[config.mk]
export PLATFORM = sky130hd
export DESIGN_NAME = multirate_task_release_scheduler
export DESIGN_NICKNAME = d
export VERILOG_FILES = /design/src/sv/mrts_pkg.sv /design/src/sv/multirate_task_release_scheduler.sv /design/src/sv/mrts_divider.sv
export SDC_FILE = /design/constraint.sdc
export NUM_CORES = 1
export LEC_CHECK = 0
export ABC_CLOCK_PERIOD_IN_PS = 9160
export BUFFER_PORTS_ARGS = -buffer_cell sky130_fd_sc_hd__buf_2
export CORE_ASPECT_RATIO = 2
export CORE_UTILIZATION = 60
export CTS_CLUSTER_SIZE = 30
export DETAILED_ROUTE_END_ITERATION = 12
export PLACE_DENSITY = 0.86
export SLEW_MARGIN = 10
export SYNTH_ARGS = -nofsm -noshare
export SYNTH_HDL_FRONTEND = slang
export SYNTH_SLANG_ARGS = --single-unit
[constraint.sdc]
create_clock -name i_clk -period 9.16 [get_ports i_clk]
set_input_delay 0 -clock i_clk [delete_from_list [all_inputs] [get_ports i_clk]]
set_output_delay 0 -clock i_clk [all_outputs]
set_load 0.02 [all_outputs]
[src/sv/mrts_pkg.sv]
// ----------------------------------------------------------------------------
// mrts_pkg
// shared types and constants for the multirate task release scheduler
// ----------------------------------------------------------------------------
package mrts_pkg;

    localparam int NUM_TASKS    = 5;
    localparam int OP_W         = 3;
    localparam int PERIOD_W     = 16;
    localparam int CNT_W        = 32;
    localparam int CFG_IDX_W    = 3;

    // stream payload widths, rounded up to whole bytes
    localparam int IN_FIELDS_W  = OP_W + CNT_W;
    localparam int IN_DATA_W    = ((IN_FIELDS_W + 7) / 8) * 8;
    localparam int OUT_FIELDS_W = NUM_TASKS + 3 * CNT_W + 2;
    localparam int OUT_DATA_W   = ((OUT_FIELDS_W + 7) / 8) * 8;

    typedef logic [OP_W-1:0]     t_op;
    typedef logic [PERIOD_W-1:0] t_period;
    typedef logic [CNT_W-1:0]    t_cnt;
    typedef logic [NUM_TASKS-1:0] t_mask;

    // operation codes
    localparam t_op OP_INIT   = 3'd0;
    localparam t_op OP_TICK   = 3'd1;
    localparam t_op OP_FETCH  = 3'd2;
    localparam t_op OP_REPORT = 3'd3;
    localparam t_op OP_STATS  = 3'd4;

    // period register reset values, task 0 fastest
    function automatic t_period period_reset(input int idx);
        t_period v;
        case (idx)
            0:       v = 16'd2;
            1:       v = 16'd4;
            2:       v = 16'd10;
            3:       v = 16'd20;
            4:       v = 16'd100;
            default: v = 16'd1;
        endcase
        return v;
    endfunction

endpackage

[src/sv/multirate_task_release_scheduler.sv]
// ----------------------------------------------------------------------------
// multirate_task_release_scheduler
// cooperative release timer for five periodic tasks
// ----------------------------------------------------------------------------
// Each transaction on the slave stream carries one operation (init, tick,
// fetch-and-clear ready mask, report loop time, read stats) and produces
// exactly one result transaction on the master stream. The block takes one
// transaction per clock as long as the master side accepts: an input
// register captures the operation, the state update and result are formed
// from it and land in the output register. The output register holds a
// result while the sink stalls; the input register accepts while it is
// empty or the output register is free or being drained in the same cycle.
// Period registers are written through the plain write port (index 0..4,
// higher ignored) and must only be changed while no transaction is in
// flight.
// ----------------------------------------------------------------------------
module multirate_task_release_scheduler (
    input  logic                              i_clk,
    input  logic                              i_rst_n,
    // slave stream
    input  logic                              s_axis_tvalid,
    output logic                              s_axis_tready,
    // [2:0] operation, [34:3] loop_time, zero padded
    input  logic [mrts_pkg::IN_DATA_W-1:0]    s_axis_tdata,
    // master stream
    output logic                              m_axis_tvalid,
    input  logic                              m_axis_tready,
    // [4:0] ready_tasks, [36:5] tick_count, [68:37] max_loop_time,
    // [100:69] missed_count, [101] healthy, [102] status, zero padded
    output logic [mrts_pkg::OUT_DATA_W-1:0]   m_axis_tdata,
    // configuration write port
    input  logic                              i_cfg_we,
    input  logic [mrts_pkg::CFG_IDX_W-1:0]    i_cfg_idx,
    input  logic [mrts_pkg::PERIOD_W-1:0]     i_cfg_data
);
    import mrts_pkg::*;

    // input register
    logic    r_in_valid;
    t_op     r_op;
    t_cnt    r_elapsed;

    // scheduler state
    logic    r_running;
    t_cnt    r_ticks;
    t_mask   r_pending;
    t_cnt    r_missed;
    t_cnt    r_worst;
    t_period r_period [NUM_TASKS];

    // output register
    logic                  r_out_valid;
    logic [OUT_DATA_W-1:0] r_out_data;

    logic    n_running;
    t_cnt    n_ticks;
    t_mask   n_pending;
    t_cnt    n_missed;
    t_cnt    n_worst;
    logic [OUT_DATA_W-1:0] n_out_data;

    logic    w_out_free;
    logic    w_fire;
    logic    w_tick;
    logic    w_clear;
    t_mask   w_release;
    t_mask   w_miss;
    logic [CNT_W:0] w_missed_sum;

    // output register can take a new result when empty or draining
    assign w_out_free    = !r_out_valid || m_axis_tready;
    assign w_fire        = r_in_valid && w_out_free;
    assign s_axis_tready = !r_in_valid || w_out_free;

    assign w_tick  = w_fire && (r_op == OP_TICK) && r_running;
    assign w_clear = w_fire && (r_op == OP_INIT);

    // one divider lane per task
    for (genvar g = 0; g < NUM_TASKS; g++) begin : g_lane
        mrts_divider u_div (
            .i_clk     (i_clk),
            .i_rst_n   (i_rst_n),
            .i_tick    (w_tick),
            .i_clear   (w_clear),
            .i_period  (r_period[g]),
            .o_release (w_release[g])
        );
    end

    // a release on a bit still pending is a missed deadline, one per task
    assign w_miss       = w_release & r_pending;
    assign w_missed_sum = {1'b0, r_missed} + (CNT_W+1)'($countones(w_miss));

    always_comb begin
        n_running  = r_running;
        n_ticks    = r_ticks;
        n_pending  = r_pending;
        n_missed   = r_missed;
        n_worst    = r_worst;
        n_out_data = '0;
        case (r_op)
            OP_INIT: begin
                n_running = 1'b1;
                n_ticks   = '0;
                n_pending = '0;
                n_missed  = '0;
                n_worst   = '0;
            end
            OP_TICK: begin
                if (r_running) begin
                    n_ticks   = r_ticks + 32'd1;
                    n_pending = r_pending | w_release;
                    // saturate at all ones
                    n_missed  = w_missed_sum[CNT_W] ? '1 : w_missed_sum[CNT_W-1:0];
                end
            end
            OP_FETCH: begin
                if (r_running) begin
                    n_out_data[NUM_TASKS-1:0] = r_pending;
                    n_pending = '0;
                end
            end
            OP_REPORT: begin
                if (r_elapsed > r_worst) begin
                    n_worst = r_elapsed;
                end
            end
            OP_STATS: begin
                n_out_data[NUM_TASKS +: CNT_W]           = r_ticks;
                n_out_data[NUM_TASKS + CNT_W +: CNT_W]   = r_worst;
                n_out_data[NUM_TASKS + 2*CNT_W +: CNT_W] = r_missed;
                n_out_data[NUM_TASKS + 3*CNT_W]          = r_running && (r_missed == '0);
                n_out_data[NUM_TASKS + 3*CNT_W + 1]      = !r_running;
            end
            default: begin
                // unknown operation: no state change, all-zero result
            end
        endcase
    end

    always_ff @(posedge i_clk) begin
        if (!i_rst_n) begin
            r_in_valid  <= 1'b0;
            r_out_valid <= 1'b0;
            r_running   <= 1'b0;
            r_ticks     <= '0;
            r_pending   <= '0;
            r_missed    <= '0;
            r_worst     <= '0;
            for (int i = 0; i < NUM_TASKS; i++) begin
                r_period[i] <= period_reset(i);
            end
        end else begin
            // config writes, out-of-range index ignored
            if (i_cfg_we) begin
                for (int i = 0; i < NUM_TASKS; i++) begin
                    if (i_cfg_idx == CFG_IDX_W'(i)) begin
                        r_period[i] <= i_cfg_data;
                    end
                end
            end
            // input register
            if (s_axis_tready) begin
                r_in_valid <= s_axis_tvalid;
            end
            // state and result register
            if (w_fire) begin
                r_running <= n_running;
                r_ticks   <= n_ticks;
                r_pending <= n_pending;
                r_missed  <= n_missed;
                r_worst   <= n_worst;
            end
            if (w_out_free) begin
                r_out_valid <= w_fire;
            end
        end
    end

    // payload registers
    always_ff @(posedge i_clk) begin
        if (s_axis_tvalid && s_axis_tready) begin
            r_op      <= s_axis_tdata[OP_W-1:0];
            r_elapsed <= s_axis_tdata[OP_W +: CNT_W];
        end
        if (w_fire) begin
            r_out_data <= n_out_data;
        end
    end

    assign m_axis_tvalid = r_out_valid;
    assign m_axis_tdata  = r_out_data;

`ifndef SYNTH
    // init always leaves the block running
    a_init_runs: assert property (@(posedge i_clk) disable iff (!i_rst_n)
        (w_fire && r_op == OP_INIT) |=> r_running)
        else $error("init did not set running");

    // fetch while running empties the ready mask
    a_fetch_clears: assert property (@(posedge i_clk) disable iff (!i_rst_n)
        (w_fire && r_op == OP_FETCH && r_running) |=> (r_pending == '0))
        else $error("fetch did not clear pending mask");

    // missed count only drops on init
    a_missed_mono: assert property (@(posedge i_clk) disable iff (!i_rst_n)
        !(w_fire && r_op == OP_INIT) |=> (r_missed >= $past(r_missed)))
        else $error("missed count decreased");

    // tick count moves only on a processed tick or init
    a_ticks_hold: assert property (@(posedge i_clk) disable iff (!i_rst_n)
        !(w_fire && (r_op == OP_TICK || r_op == OP_INIT)) |=> $stable(r_ticks))
        else $error("tick count changed without tick");
`endif

endmodule

[src/sv/mrts_divider.sv]
// ----------------------------------------------------------------------------
// mrts_divider
// one tick divider lane: counts ticks and flags a release at its period
// ----------------------------------------------------------------------------
module mrts_divider (
    input  logic                   i_clk,
    input  logic                   i_rst_n,
    input  logic                   i_tick,
    input  logic                   i_clear,
    input  mrts_pkg::t_period      i_period,
    output logic                   o_release
);
    import mrts_pkg::*;

    t_period r_count;
    t_period n_count;
    t_period w_inc;

    // increment wraps in 16 bits before the compare
    assign w_inc     = r_count + 16'd1;
    assign o_release = (w_inc >= i_period);

    always_comb begin
        n_count = r_count;
        if (i_clear) begin
            n_count = '0;
        end else if (i_tick) begin
            n_count = o_release ? '0 : w_inc;
        end
    end

    always_ff @(posedge i_clk) begin
        if (!i_rst_n) begin
            r_count <= '0;
        end else begin
            r_count <= n_count;
        end
    end

endmodule
==> PnR_summary.wiki, run 1 <==
{| class="wikitable"
! Metric !! Value
|-
| Peak supply drop || 0.182 mV
|-
| Power Dens Cells || 169 nW/um^2
|-
| Top cells by count, synth || edfxtp_1, dfxtp_1, nand2_1
|-
| CTS tree || built
|-
| Seq/Total Area, Yosys || 53.1%
|-
| Final Net Count || 2224
|-
| Run status || complete, no violations
|-
| Biggest fanout along the worst timing path || 8
|-
| Clock transition at the registers of the reported paths || about 0.07 ns
|-
| Synthesized instance count || roughly 1900
|-
| Synthesis-stage register bit count || between 400 and 500
|-
| Post-place setup slack || 2.44 ns
|-
| Slew at the pin with the worst max-slew slack || 1.05 ns
|-
| Full die area || 32900 um^2
|-
| Via count of the first global-routing pass || around 15000
|-
| First-iteration detailed-routing DRC count || 1199
|-
| Via count of the routed design || between 15000 and 20000
|-
| Setup slack after layout || about 2.4 ns
|-
| Synth Net Count || 2039
|-
| Overall Power || 0.00373 W
|-
| Final critical-path share of the clock period || 73.8%
|-
| Number of nets with antenna violations after detailed routing || 0
|-
| Horiz. Die Dim || 129 um
|-
| Wire length of the first global-routing pass || ~77000 um
|-
| Final setup violation count || 0
|-
| Grt total ovfl || 0
|-
| Number of synthesized flops with an enable pin || 218
|-
| Most frequent cell after synthesis || edfxtp_1
|-
| Hold Startpoint || i_cfg_data[15]
|-
| Worst setup path start || g_lane[2].u_div.r_count[0]$_SDFFE_PP0P_
|-
| Sum of net half-perimeters after detailed placement || 31400 um
|-
| Data required time of the worst path || 9.65 ns
|-
| Dominant register cell in the synthesized netlist || edfxtp_1
|-
| Post-DR wirelength/cell || 19.8 um
|-
| Post-CTS Resized || 0
|-
| DRC Markers || 0
|-
| Pin count of the biggest net entering global routing || 102
|-
| Type of the most critical hold path || input pin to flop
|-
| Height of the die || 255 um
|-
| Root buffer selected by CTS || clkbuf_16
|-
| Top-level port count || 170
|-
| Number of H-tree branching levels || 2
|-
| Startpoint type of the worst setup path || flop
|-
| Syn_area_per_cell || 10.4 um^2
|-
| Total negative slack || 0 ns
|-
| Timing-limited maximum frequency || 0.148 GHz
|-
| Total global-route track usage || 30.1%
|-
| Share of synthesized flip-flops with an asynchronous set or reset || 0%
|-
| Total wire length || 49300 um
|-
| FF-to-FF Start || g_lane[2].u_div.r_count[0]$_SDFFE_PP0P_
|-
| CTS Buf Count || 36
|-
| Number of instances in the placed design || between 2000 and 2500
|-
| Area share of the largest cell type after synthesis || 34.0%
|-
| Average vias per placed instance || about 6.1
|-
| Final critical-path required period || 6.76 ns
|-
| Layout Cells excl Fill || 2485
|-
| Unrepaired setup endpoints after global routing || no
|-
| Initial core utilization || 61.1%
|-
| Floorplan core area || about 32000 um^2
|-
| Site Rows || 92
|-
| Leakage dissipation || ~9.4 nW
|-
| R2r worst-path depth || 23
|-
| Final core utilization || 70.2%
|-
| Distinct cell type count after synthesis || 59
|-
| Worst-case clock buffer depth || 3
|-
| Final setup skew || 0.0388 ns
|-
| Clock sink count || 402
|-
| Final hold violations || 0
|-
| Crit. End Element || flop
|-
| Final Max Slew Viols || 0
|-
| Maxcap violations || 0
|-
| Worst-skew pair later-pin latency || 0.55 ns
|-
| Crit Path Class || flop to flop
|-
| Hold bufs inserted after CTS || 47
|-
| Worst hold path cell count || 2
|-
| Post-synth design cell area || 19300 um^2
|-
| Normalized max-slew margin || 29.5%
|-
| Total number of yosys warnings || 0
|-
| Arrival time at the worst endpoint || 7.25 ns
|-
| TritonRoute pass-1 iters || 5
|-
| Most area-hungry cell type in the Yosys netlist || edfxtp_1
|-
| Post-CTS setup buffer count || 0
|-
| Area grow syn2layout || 14.9%
|-
| Largest cells by area after synthesis || edfxtp_1, dfxtp_1, ha_1
|-
| Share of post-route cells with drive strength above 1 || 13.1%
|-
| Number of buffer cells added on primary ports || between 150 and 200
|-
| Antenna violations before repair || 1
|-
| Final GP Congestion || roughly 0.89
|}
==> critical path: stages, from the launching register on <==
cell	delay [ns]
dfxtp_1	0.43
ha_1	0.25
nand3_1	0.16
nor2_1	0.32
nand2_1	0.12
or3_1	0.37
or2_2	0.29
nand2_1	0.09
ha_1	0.14
nand4_1	0.10
or2_2	0.32
o211ai_1	0.39
and2_1	0.21
fa_1	0.45
fa_1	0.56
ha_1	0.19
fa_1	0.22
a21oi_1	0.17
nor3b_1	0.39
nand3_1	0.24
nor2_1	0.46
nand3_1	0.45
o31ai_1	0.22
a32o_1	0.17
==> metal layers <==
layer  routed length (um)  part of all wire, %  global-route usage (%)
met1                16400                   33                    29.4
met2                26700                   54                    56.5
met3                 2640                  5.3                    4.31
met4                 3510                  7.1                    21.0
met5                    0                    0                       0
==> cells by family (layout without fill, tap and decap cells) <==
group	after synthesis	after routing	synth area share [%]
flip-flops	402	402	53.1
AND/OR/NAND/NOR	662	662	18.2
adder cells (fa/ha/maj)	125	125	8.23
AO/OA/AOI/OAI	326	326	10.8
other	1	2	0.0195
multiplexers	33	33	1.72
XOR/XNOR	77	77	3.50
buffers and inverters	224	435	4.42
==> layout make-up <==
cell class / count / area [um^2]
Multi-Input combinational cell: 1224 / 8240
Clock buffer: 44 / 971
Tap cell: 423 / 529
Timing Repair Buffer: 230 / 1440
Fill cell: 2214 / 9410
Clock inverter: 20 / 195
Inverter: 141 / 529
Antenna cell: 1 / 2.50
Sequential cell: 402 / 10200
==> cells in the final DEF, fill, tap and decap left out, types with 18 or more instances in the layout <==
| cell type | synthesis | final |
|---|---|---|
| edfxtp_1 | 218 | 218 |
| nand2_1 | 184 | 184 |
| dfxtp_1 | 184 | 184 |
| buf_2 | 5 | 163 |
| inv_1 | 139 | 139 |
| ha_1 | 122 | 122 |
| and3_1 | 121 | 121 |
| o21ai_0 | 102 | 99 |
| a21oi_1 | 80 | 80 |
| nor2_1 | 83 | 79 |
| nand3_1 | 62 | 62 |
| xnor2_1 | 54 | 54 |
| a22o_1 | 49 | 49 |
| dlygate4sd3_1 | 0 | 47 |
| a21o_1 | 41 | 41 |
| and2_1 | 38 | 38 |
| clkbuf_16 | 0 | 36 |
| mux2i_1 | 32 | 32 |
| nand4_1 | 24 | 24 |
| nand2b_1 | 24 | 24 |
| xor2_1 | 23 | 23 |
| nor3_1 | 23 | 22 |
| or3_1 | 21 | 21 |
| buf_4 | 1 | 20 |
| and4_1 | 18 | 18 |
| nor4_1 | 18 | 18 |
==> worst paths after layout <==
path / to / slack, ns
setup / recovery: r_missed[9]$_SDFFE_PN0P_ / 2.40
hold / removal: r_period[0][79]$_DFFE_PP_ / 0.02
setup reg to reg: r_missed[9]$_SDFFE_PN0P_ / 2.40
hold reg to reg: g_lane[1].u_div.r_count[15]$_SDFFE_PP0P_ / 0.46
==> registers in the layout, indices dropped and copies added, names as in the netlist <==
name / flops
g_lane.u_div.r_count: 80
m_axis_tdata: 103
m_axis_tvalid: 1
r_elapsed: 32
r_in_valid: 1
r_missed: 32
r_op: 3
r_pending: 5
r_period: 80
r_running: 1
r_ticks: 32
r_worst: 32
==> power by group <==
part	switching [W]	leakage (nW)	internal (W)
clock network	0.000700	0.571	0.000827
registers	0.0000228	3.57	0.00196
logic	0.000150	5.23	0.0000754
==> metrics by stage <==
step / hold WS [ns] / area, um^2
floorplan: 0.0989 / 19300
global placement: 0.177 / 20500
detailed placement: 0.178 / 20500
CTS: 0.00340 / 22100
global route: 0.00736 / 22100
finish: 0.0157 / 22100
(Power assumes the default switching activity.)
==> run 2: changes to the inputs <==
--- a/config.mk
+++ b/config.mk
@@ -5,7 +5,7 @@
 export SDC_FILE = /design/constraint.sdc
 export NUM_CORES = 1
 export LEC_CHECK = 0
-export ABC_CLOCK_PERIOD_IN_PS = 9160
+export ABC_CLOCK_PERIOD_IN_PS = 6300
 export BUFFER_PORTS_ARGS = -buffer_cell sky130_fd_sc_hd__buf_2
 export CORE_ASPECT_RATIO = 2
 export CORE_UTILIZATION = 60
==> constraint.sdc (replaced) <==
create_clock -name i_clk -period 6.3 [get_ports i_clk]
set_input_delay 0 -clock i_clk [delete_from_list [all_inputs] [get_ports i_clk]]
set_output_delay 0 -clock i_clk [all_outputs]
set_load 0.02 [all_outputs]
==> PnR_summary.wiki, run 2 (synthesis gave the netlist of run 1 again) <==
{| class="wikitable"
! Metric !! Value
|-
| Biggest fanout along the worst timing path || 7
|-
| DRC Markers || 0
|-
| Leakage dissipation || 9.43 nW
|-
| Crit. End Element || flop
|-
| Wire length of the first global-routing pass || roughly 76000 um
|-
| Met2 Usage GRT || 55.8%
|-
| Slew at the pin with the worst max-slew slack || between 1 and 1.5 ns
|-
| Grt total ovfl || 0
|-
| Final setup skew || 0.0240 ns
|-
| Maxcap violations || 0
|-
| Number of nets with antenna violations after detailed routing || 0
|-
| Busiest grt layer || met2
|-
| Clk pwr share || 41.4%
|-
| Root buffer selected by CTS || clkbuf_16
|-
| Final setup violation count || 0
|-
| Final critical-path required period || 6.03 ns
|-
| Post-CTS setup buffer count || 0
|-
| Total area of multi-input combinational cells || 8270 um^2
|-
| Height of the die || about 260 um
|-
| CTS Buf Count || 37
|-
| Average vias per placed instance || 6.14
|-
| Clock transition at the registers of the reported paths || 0.07 ns
|-
| Share of total power in sequential cells || between 50% and 60%
|-
| CTS tree || built
|-
| Fillcell total || 2162
|-
| Worst-case clock buffer depth || 3
|-
| Normalized max-slew margin || between 20% and 30%
|-
| Switching power summed over all nets || ~0.0013 W
|-
| Via count of the routed design || around 15000
|-
| Final GP Congestion || 0.911
|-
| Horiz. Die Dim || 129 um
|-
| Floorplan core area || 31500 um^2
|-
| Met3 Use GR || about 4%
|-
| Number of flip-flops under the largest register name || 103
|-
| Pin count of the biggest net entering global routing || roughly 100
|-
| Total wire length || 48600 um
|-
| Startpoint type of the worst setup path || flop
|-
| Run status || complete, no violations
|-
| Timing-limited maximum frequency || between 0.15 and 0.2 GHz
|-
| Post-DR wirelength/cell || 19.4 um
|-
| Worst-skew pair later-pin latency || 0.55 ns
|-
| Data required time of the worst path || between 6 and 7 ns
|-
| Via count of the first global-routing pass || 15400
|-
| Overall Power || ~0.0055 W
|-
| Total global-route track usage || 29.5%
|-
| Sequential cell area in the final layout || 10200 um^2
|-
| First-iteration detailed-routing DRC count || 1134
|-
| Final Net Count || 2234
|-
| Most common cell after layout, fill and taps aside || edfxtp_1
|-
| Number of H-tree branching levels || 2
|-
| Type of the most critical hold path || input pin to flop
|-
| Hold WS || 0.00999 ns
|-
| Final hold violations || 0
|-
| Top-level port count || 170
|-
| Peak supply drop || 0.254 mV
|-
| Share of post-route cells with drive strength above 1 || 13.6%
|-
| Arrival time at the worst endpoint || between 6 and 7 ns
|-
| Most used cells in the layout excluding fill and tap cells || edfxtp_1, nand2_1, dfxtp_1
|-
| Full die area || between 30000 and 40000 um^2
|-
| Setup slack after layout || 0.266 ns
|-
| Combinational cell fraction of total power || under 10%
|-
| TritonRoute pass-1 iters || 5
|-
| Initial core utilization || 61.1%
|-
| Final Max Slew Viols || 0
|-
| Sum of net half-perimeters after detailed placement || 31000 um
|-
| Net Sw Frac || a little under a quarter
|-
| Post-place setup slack || 0.275 ns
|-
| Antenna violations before repair || 3
|-
| Crit Path Class || flop to flop
|-
| Area grow syn2layout || 15.6%
|-
| Final critical-path share of the clock period || 95.8%
|-
| Met1 layer usage reported by global route || 29.4%
|-
| Internal Pwr Total || 0.00422 W
|-
| Site Rows || 92
|-
| Clock sink count || 402
|-
| Number of buffer cells added on primary ports || approximately 160
|-
| Power Dens Cells || 246 nW/um^2
|}
==> run 2: cell types whose count changed in the layout (fill, tap and decap cells not counted), moves of 2 or more <==
cell / previous run / this run
inv_6: 7 / 3
clkinv_1: 4 / 6
clkinv_2: 4 / 7
diode_2: 1 / 3
dlygate4sd3_1: 47 / 50
buf_4: 20 / 26
clkbuf_1: 4 / 6
==> run 2: area by class of cell <==
type                    count  area share [%]
repair buffers            239            6.79
clock buffers              47            4.51
clock inverters            20           0.860
inverters                 141            2.38
well taps                 423            2.38
flip-flops and latches    402            45.9
multi-input cells        1224            37.1
diodes                      3          0.0337
==> run 2: path summary, 6_finish.rpt <==
path,slack (ns),cells after the start,endpoint,from
worst max-delay path,0.27,24,r_missed[30]$_SDFFE_PN0P_,g_lane[0].u_div.r_count[2]$_SDFFE_PP0P_
worst min register to register,0.46,2,g_lane[1].u_div.r_count[15]$_SDFFE_PP0P_,g_lane[1].u_div.r_count[15]$_SDFFE_PP0P_
worst max register to register,0.27,24,r_missed[30]$_SDFFE_PN0P_,g_lane[0].u_div.r_count[2]$_SDFFE_PP0P_
worst min-delay path,0.01,2,r_period[0][8]$_DFFE_PP_,i_cfg_data[8]
==> run 2: per-stage QoR <==
step	area [um^2]	utilization [%]	cells	setup TNS, ns
floorplan	19300	-	1850	0
CTS	22200	70.5	2496	0
global route	22300	70.6	2499	-0.0870
finish	22300	70.6	2499	0
detailed placement	20500	65.1	2379	0
global placement	20500	65.1	2379	0
==> run 2: power by group through the flow <==
stage	registers, W	logic [W]	clock network [W]
6_report	0.00288	0.000326	0.00226
5_1_grt	0.00288	0.000353	0.00238
4_1_cts	0.00288	0.000318	0.00227
3_5_place_dp	0.00293	0.000290	0
3_3_place_gp	0.00293	0.000276	0
2_1_floorplan	0.00296	0.000143	0
==> run 2: repair_timing <==
action | 4_1_cts | 5_1_grt
gates resized for setup | 0 | 7
setup endpoints to repair | 0 | 30
endpoints found under the hold margin | 86 | 0
hold buffers | 50 | 0
==> run 2: per-layer routing <==
metal / share of wire, % / wire, um / vias up
met2: 55 / 26500 / 720
met5: 0 / 0 / -
met3: 5.7 / 2770 / 208
met1: 34 / 16400 / 7397
li1: - / - / 7017
met4: 5.9 / 2870 / 0
==> run 2: worst max-delay path, stage by stage (launching register included) <==
cell and delay, ns:
dfxtp_1 0.41, and3_1 0.20, and3_1 0.24, and3_1 0.24
and3_1 0.19, xor2_1 0.22, ha_1 0.28, and4_1 0.21
nand2_1 0.09, nor3_1 0.06, a21o_1 0.21, or3_1 0.37
and2_1 0.19, fa_1 0.48, fa_1 0.55, ha_1 0.18
fa_1 0.28, a21oi_2 0.14, nor3b_2 0.29, nand3_1 0.24
nor2_2 0.20, buf_4 0.17, nand2_1 0.11, nor4_2 0.29
nor3_1 0.08
==> run 3: changes to the inputs <==
--- a/config.mk
+++ b/config.mk
@@ -15,4 +15,5 @@
 export SLEW_MARGIN = 10
 export SYNTH_ARGS = -nofsm -noshare
 export SYNTH_HDL_FRONTEND = slang
+export SYNTH_HIERARCHICAL = 1
 export SYNTH_SLANG_ARGS = --single-unit
==> PnR_summary.wiki, run 3 <==
{| class="wikitable"
! Metric !! Value
|-
| Share of post-route cells with drive strength above 1 || 15.8%
|-
| TritonRoute pass-1 iters || 5
|-
| Number of H-tree branching levels || 2
|-
| Total global-route track usage || 29.5%
|-
| Final setup violation count || 0
|-
| Run status || complete, no violations
|-
| Number of buffer cells added on primary ports || 163
|-
| Final setup skew || 0.0185 ns
|-
| Post-synth design cell area || about 20000 um^2
|-
| Synthesized instance count || 1911
|-
| CTS Buf Count || 37
|-
| DRC Markers || 0
|-
| Final critical-path share of the clock period || 95.0%
|-
| Grt total ovfl || 0
|-
| Setup slack after layout || ~0.31 ns
|-
| CTS tree || built
|-
| Pin count of the biggest net entering global routing || 99
|-
| Number of flip-flops under the largest register name || approximately 100
|-
| Final Max Slew Viols || 0
|-
| Most area-hungry cell type in the Yosys netlist || edfxtp_1
|-
| Timing-limited maximum frequency || 0.167 GHz
|-
| Sum of net half-perimeters after detailed placement || ~34000 um
|-
| Crit. End Element || flop
|-
| Horiz. Die Dim || 131 um
|-
| Total number of yosys warnings || 6
|-
| Maxcap violations || 0
|-
| Area share of the largest cell type after synthesis || 32.6%
|-
| Share of synthesized flip-flops with an asynchronous set or reset || 0%
|-
| Synthesis-stage register bit count || 402
|-
| Final GP Congestion || 0.903
|-
| Most common cell after layout, fill and taps aside || edfxtp_1
|-
| Top cells by count, synth || edfxtp_1, nand2_1, dfxtp_1
|-
| Antenna violations before repair || 1
|-
| Worst-skew pair later-pin latency || 0.55 ns
|-
| Floorplan core area || 32900 um^2
|-
| Power Dens Cells || 243 nW/um^2
|-
| Wire length of the first global-routing pass || 79600 um
|-
| Distinct cell type count after synthesis || 74
|-
| Most used cells in the layout excluding fill and tap cells || edfxtp_1, nand2_1, dfxtp_1
|-
| Flop2flop setup slack || 0.31 ns
|-
| Data required time of the worst path || ~6.7 ns
|-
| Leakage dissipation || 9.68 nW
|-
| Seq/Total Area, Yosys || between 50 and 60%
|-
| Largest cells by area after synthesis || edfxtp_1, dfxtp_1, ha_1
|-
| Post-DR wirelength/cell || 19.8 um
|-
| Number of nets with antenna violations after detailed routing || 0
|-
| Overall Power || 0.00554 W
|-
| Peak supply drop || about 0.24 mV
|-
| Syn_area_per_cell || 10.5 um^2
|-
| Startpoint type of the worst setup path || flop
|-
| First-iteration detailed-routing DRC count || 1099
|-
| Site Rows || 94
|-
| Area grow syn2layout || 13.8%
|-
| Post-place setup slack || 0.174 ns
|-
| Number of synthesized flops with an enable pin || between 200 and 250
|-
| Clock sink count || 402
|-
| Final critical-path required period || approximately 6 ns
|-
| Root buffer selected by CTS || clkbuf_16
|-
| Clock transition at the registers of the reported paths || 0.07 ns
|-
| Final hold violations || 0
|-
| Slew at the pin with the worst max-slew slack || 1.14 ns
|-
| Fillcell total || about 2400
|-
| Height of the die || 261 um
|-
| Arrival time at the worst endpoint || 6.38 ns
|-
| Worst-case clock buffer depth || 3
|-
| Full die area || 34200 um^2
|-
| Top-level port count || 170
|-
| Synth Net Count || 2100
|-
| Via count of the first global-routing pass || 15800
|-
| Normalized max-slew margin || 24.0%
|-
| Crit Path Class || flop to flop
|-
| Most frequent cell after synthesis || edfxtp_1
|-
| Number of instances in the placed design || 2432
|-
| Final core utilization || 69.3%
|-
| Via count of the routed design || 15400
|-
| Total wire length || between 50000 and 60000 um
|-
| Final Net Count || 2282
|-
| Biggest fanout along the worst timing path || 20
|-
| Layout Cells excl Fill || 2553
|-
| Type of the most critical hold path || input pin to flop
|-
| Average vias per placed instance || ~6.1
|-
| Dominant register cell in the synthesized netlist || edfxtp_1
|-
| Initial core utilization || roughly three fifths
|}
==> run 3: cell count changes after synthesis, sizes merged, moves of 18 or more <==
cell    previous run  this run
o21ai            103        73
nor2              83       112
nand4             24        52
a21o              41        14
and3             121       146
buf                6        31
or3               21         2
a22o              49        31
clkbuf            77        59
==> run 3: kinds of logic after synthesis <==
kind of cell	synth area share (%)
flip-flops	51.0
buffers and inverters	5.38
XOR/XNOR	4.19
adder cells (fa/ha/maj)	7.91
AND/OR/NAND/NOR	19.9
other	0.0187
AO/OA/AOI/OAI	9.73
multiplexers	1.85
==> run 3: final timing paths <==
| path | to | depth (start not counted) | start |
|---|---|---|---|
| max | r_missed[15]$_SDFFE_PN0P_ | 23 | g_lane[0].u_div/r_count[0]$_SDFFE_PP0P_ |
| min | r_period[0][9]$_DFFE_PP_ | 2 | i_cfg_data[9] |
| max reg2reg | r_missed[15]$_SDFFE_PN0P_ | 23 | g_lane[0].u_div/r_count[0]$_SDFFE_PP0P_ |
| min reg2reg | r_worst[9]$_SDFFE_PN0P_ | 2 | r_worst[9]$_SDFFE_PN0P_ |
==> run 3: per-stage QoR <==
| step | hold slack, ns | TNS, ns | area, um^2 |
|---|---|---|---|
| 2_1_floorplan | 0.0989 | 0 | 20100 |
| 3_3_place_gp | 0.177 | 0 | 21000 |
| 3_5_place_dp | 0.178 | 0 | 21000 |
| 4_1_cts | 0.00772 | 0 | 22700 |
| 5_1_grt | 0.0204 | -0.00602 | 22800 |
| 6_report | 0.0366 | 0 | 22800 |
==> run 3: where the power goes <==
part / leakage [nW] / internal, W / switching (W)
Combinational: 5.56 / 0.000123 / 0.000238
Sequential: 3.53 / 0.00285 / 0.0000437
Clock: 0.597 / 0.00128 / 0.00101
==> run 3: worst max-delay path, cell delays in order (launching register included) <==
cell and delay [ns]:
dfxtp_1 0.43, ha_1 0.28, and3_1 0.35, nand3_1 0.19
nor2_1 0.23, xor2_1 0.23, ha_1 0.27, nand2_1 0.08
nor3_1 0.08, a2111oi_4 0.34, and3_4 0.30, inv_1 0.06
and2_1 0.17, fa_1 0.50, fa_1 0.51, ha_1 0.25
fa_1 0.42, a21o_1 0.24, and3_1 0.23, nand3_1 0.17
nor3_4 0.06, buf_12 0.17, o21ai_0 0.19, a21oi_1 0.09
==> run 3: cell type report <==
type | instances | area [um^2] | area share (%)
Clock inverter | 24 | 244 | 1.07
Antenna cell | 1 | 2.50 | 0.0110
Multi-Input combinational cell | 1282 | 8830 | 38.7
Tap cell | 432 | 541 | 2.37
Timing Repair Buffer | 233 | 1480 | 6.51
Clock buffer | 42 | 965 | 4.23
Inverter | 137 | 514 | 2.25
Sequential cell | 402 | 10200 | 44.8
==> run 3: repair_timing <==
item | CTS | global route
setup endpoints to repair | 0 | 32
hold buffers | 52 | 0
endpoints found under the hold margin | 82 | 0
resized for setup | 0 | 10
buffers inserted | 0 | 2
==> run 3: routing by layer <==
layer | vias up | GRT usage (%) | wire [um]
met5 | - | 0 | 0
met4 | 0 | 20.2 | 3330
met3 | 201 | 4.45 | 2450
met2 | 564 | 56.4 | 27300
met1 | 7462 | 28.9 | 17500
li1 | 7219 | - | -
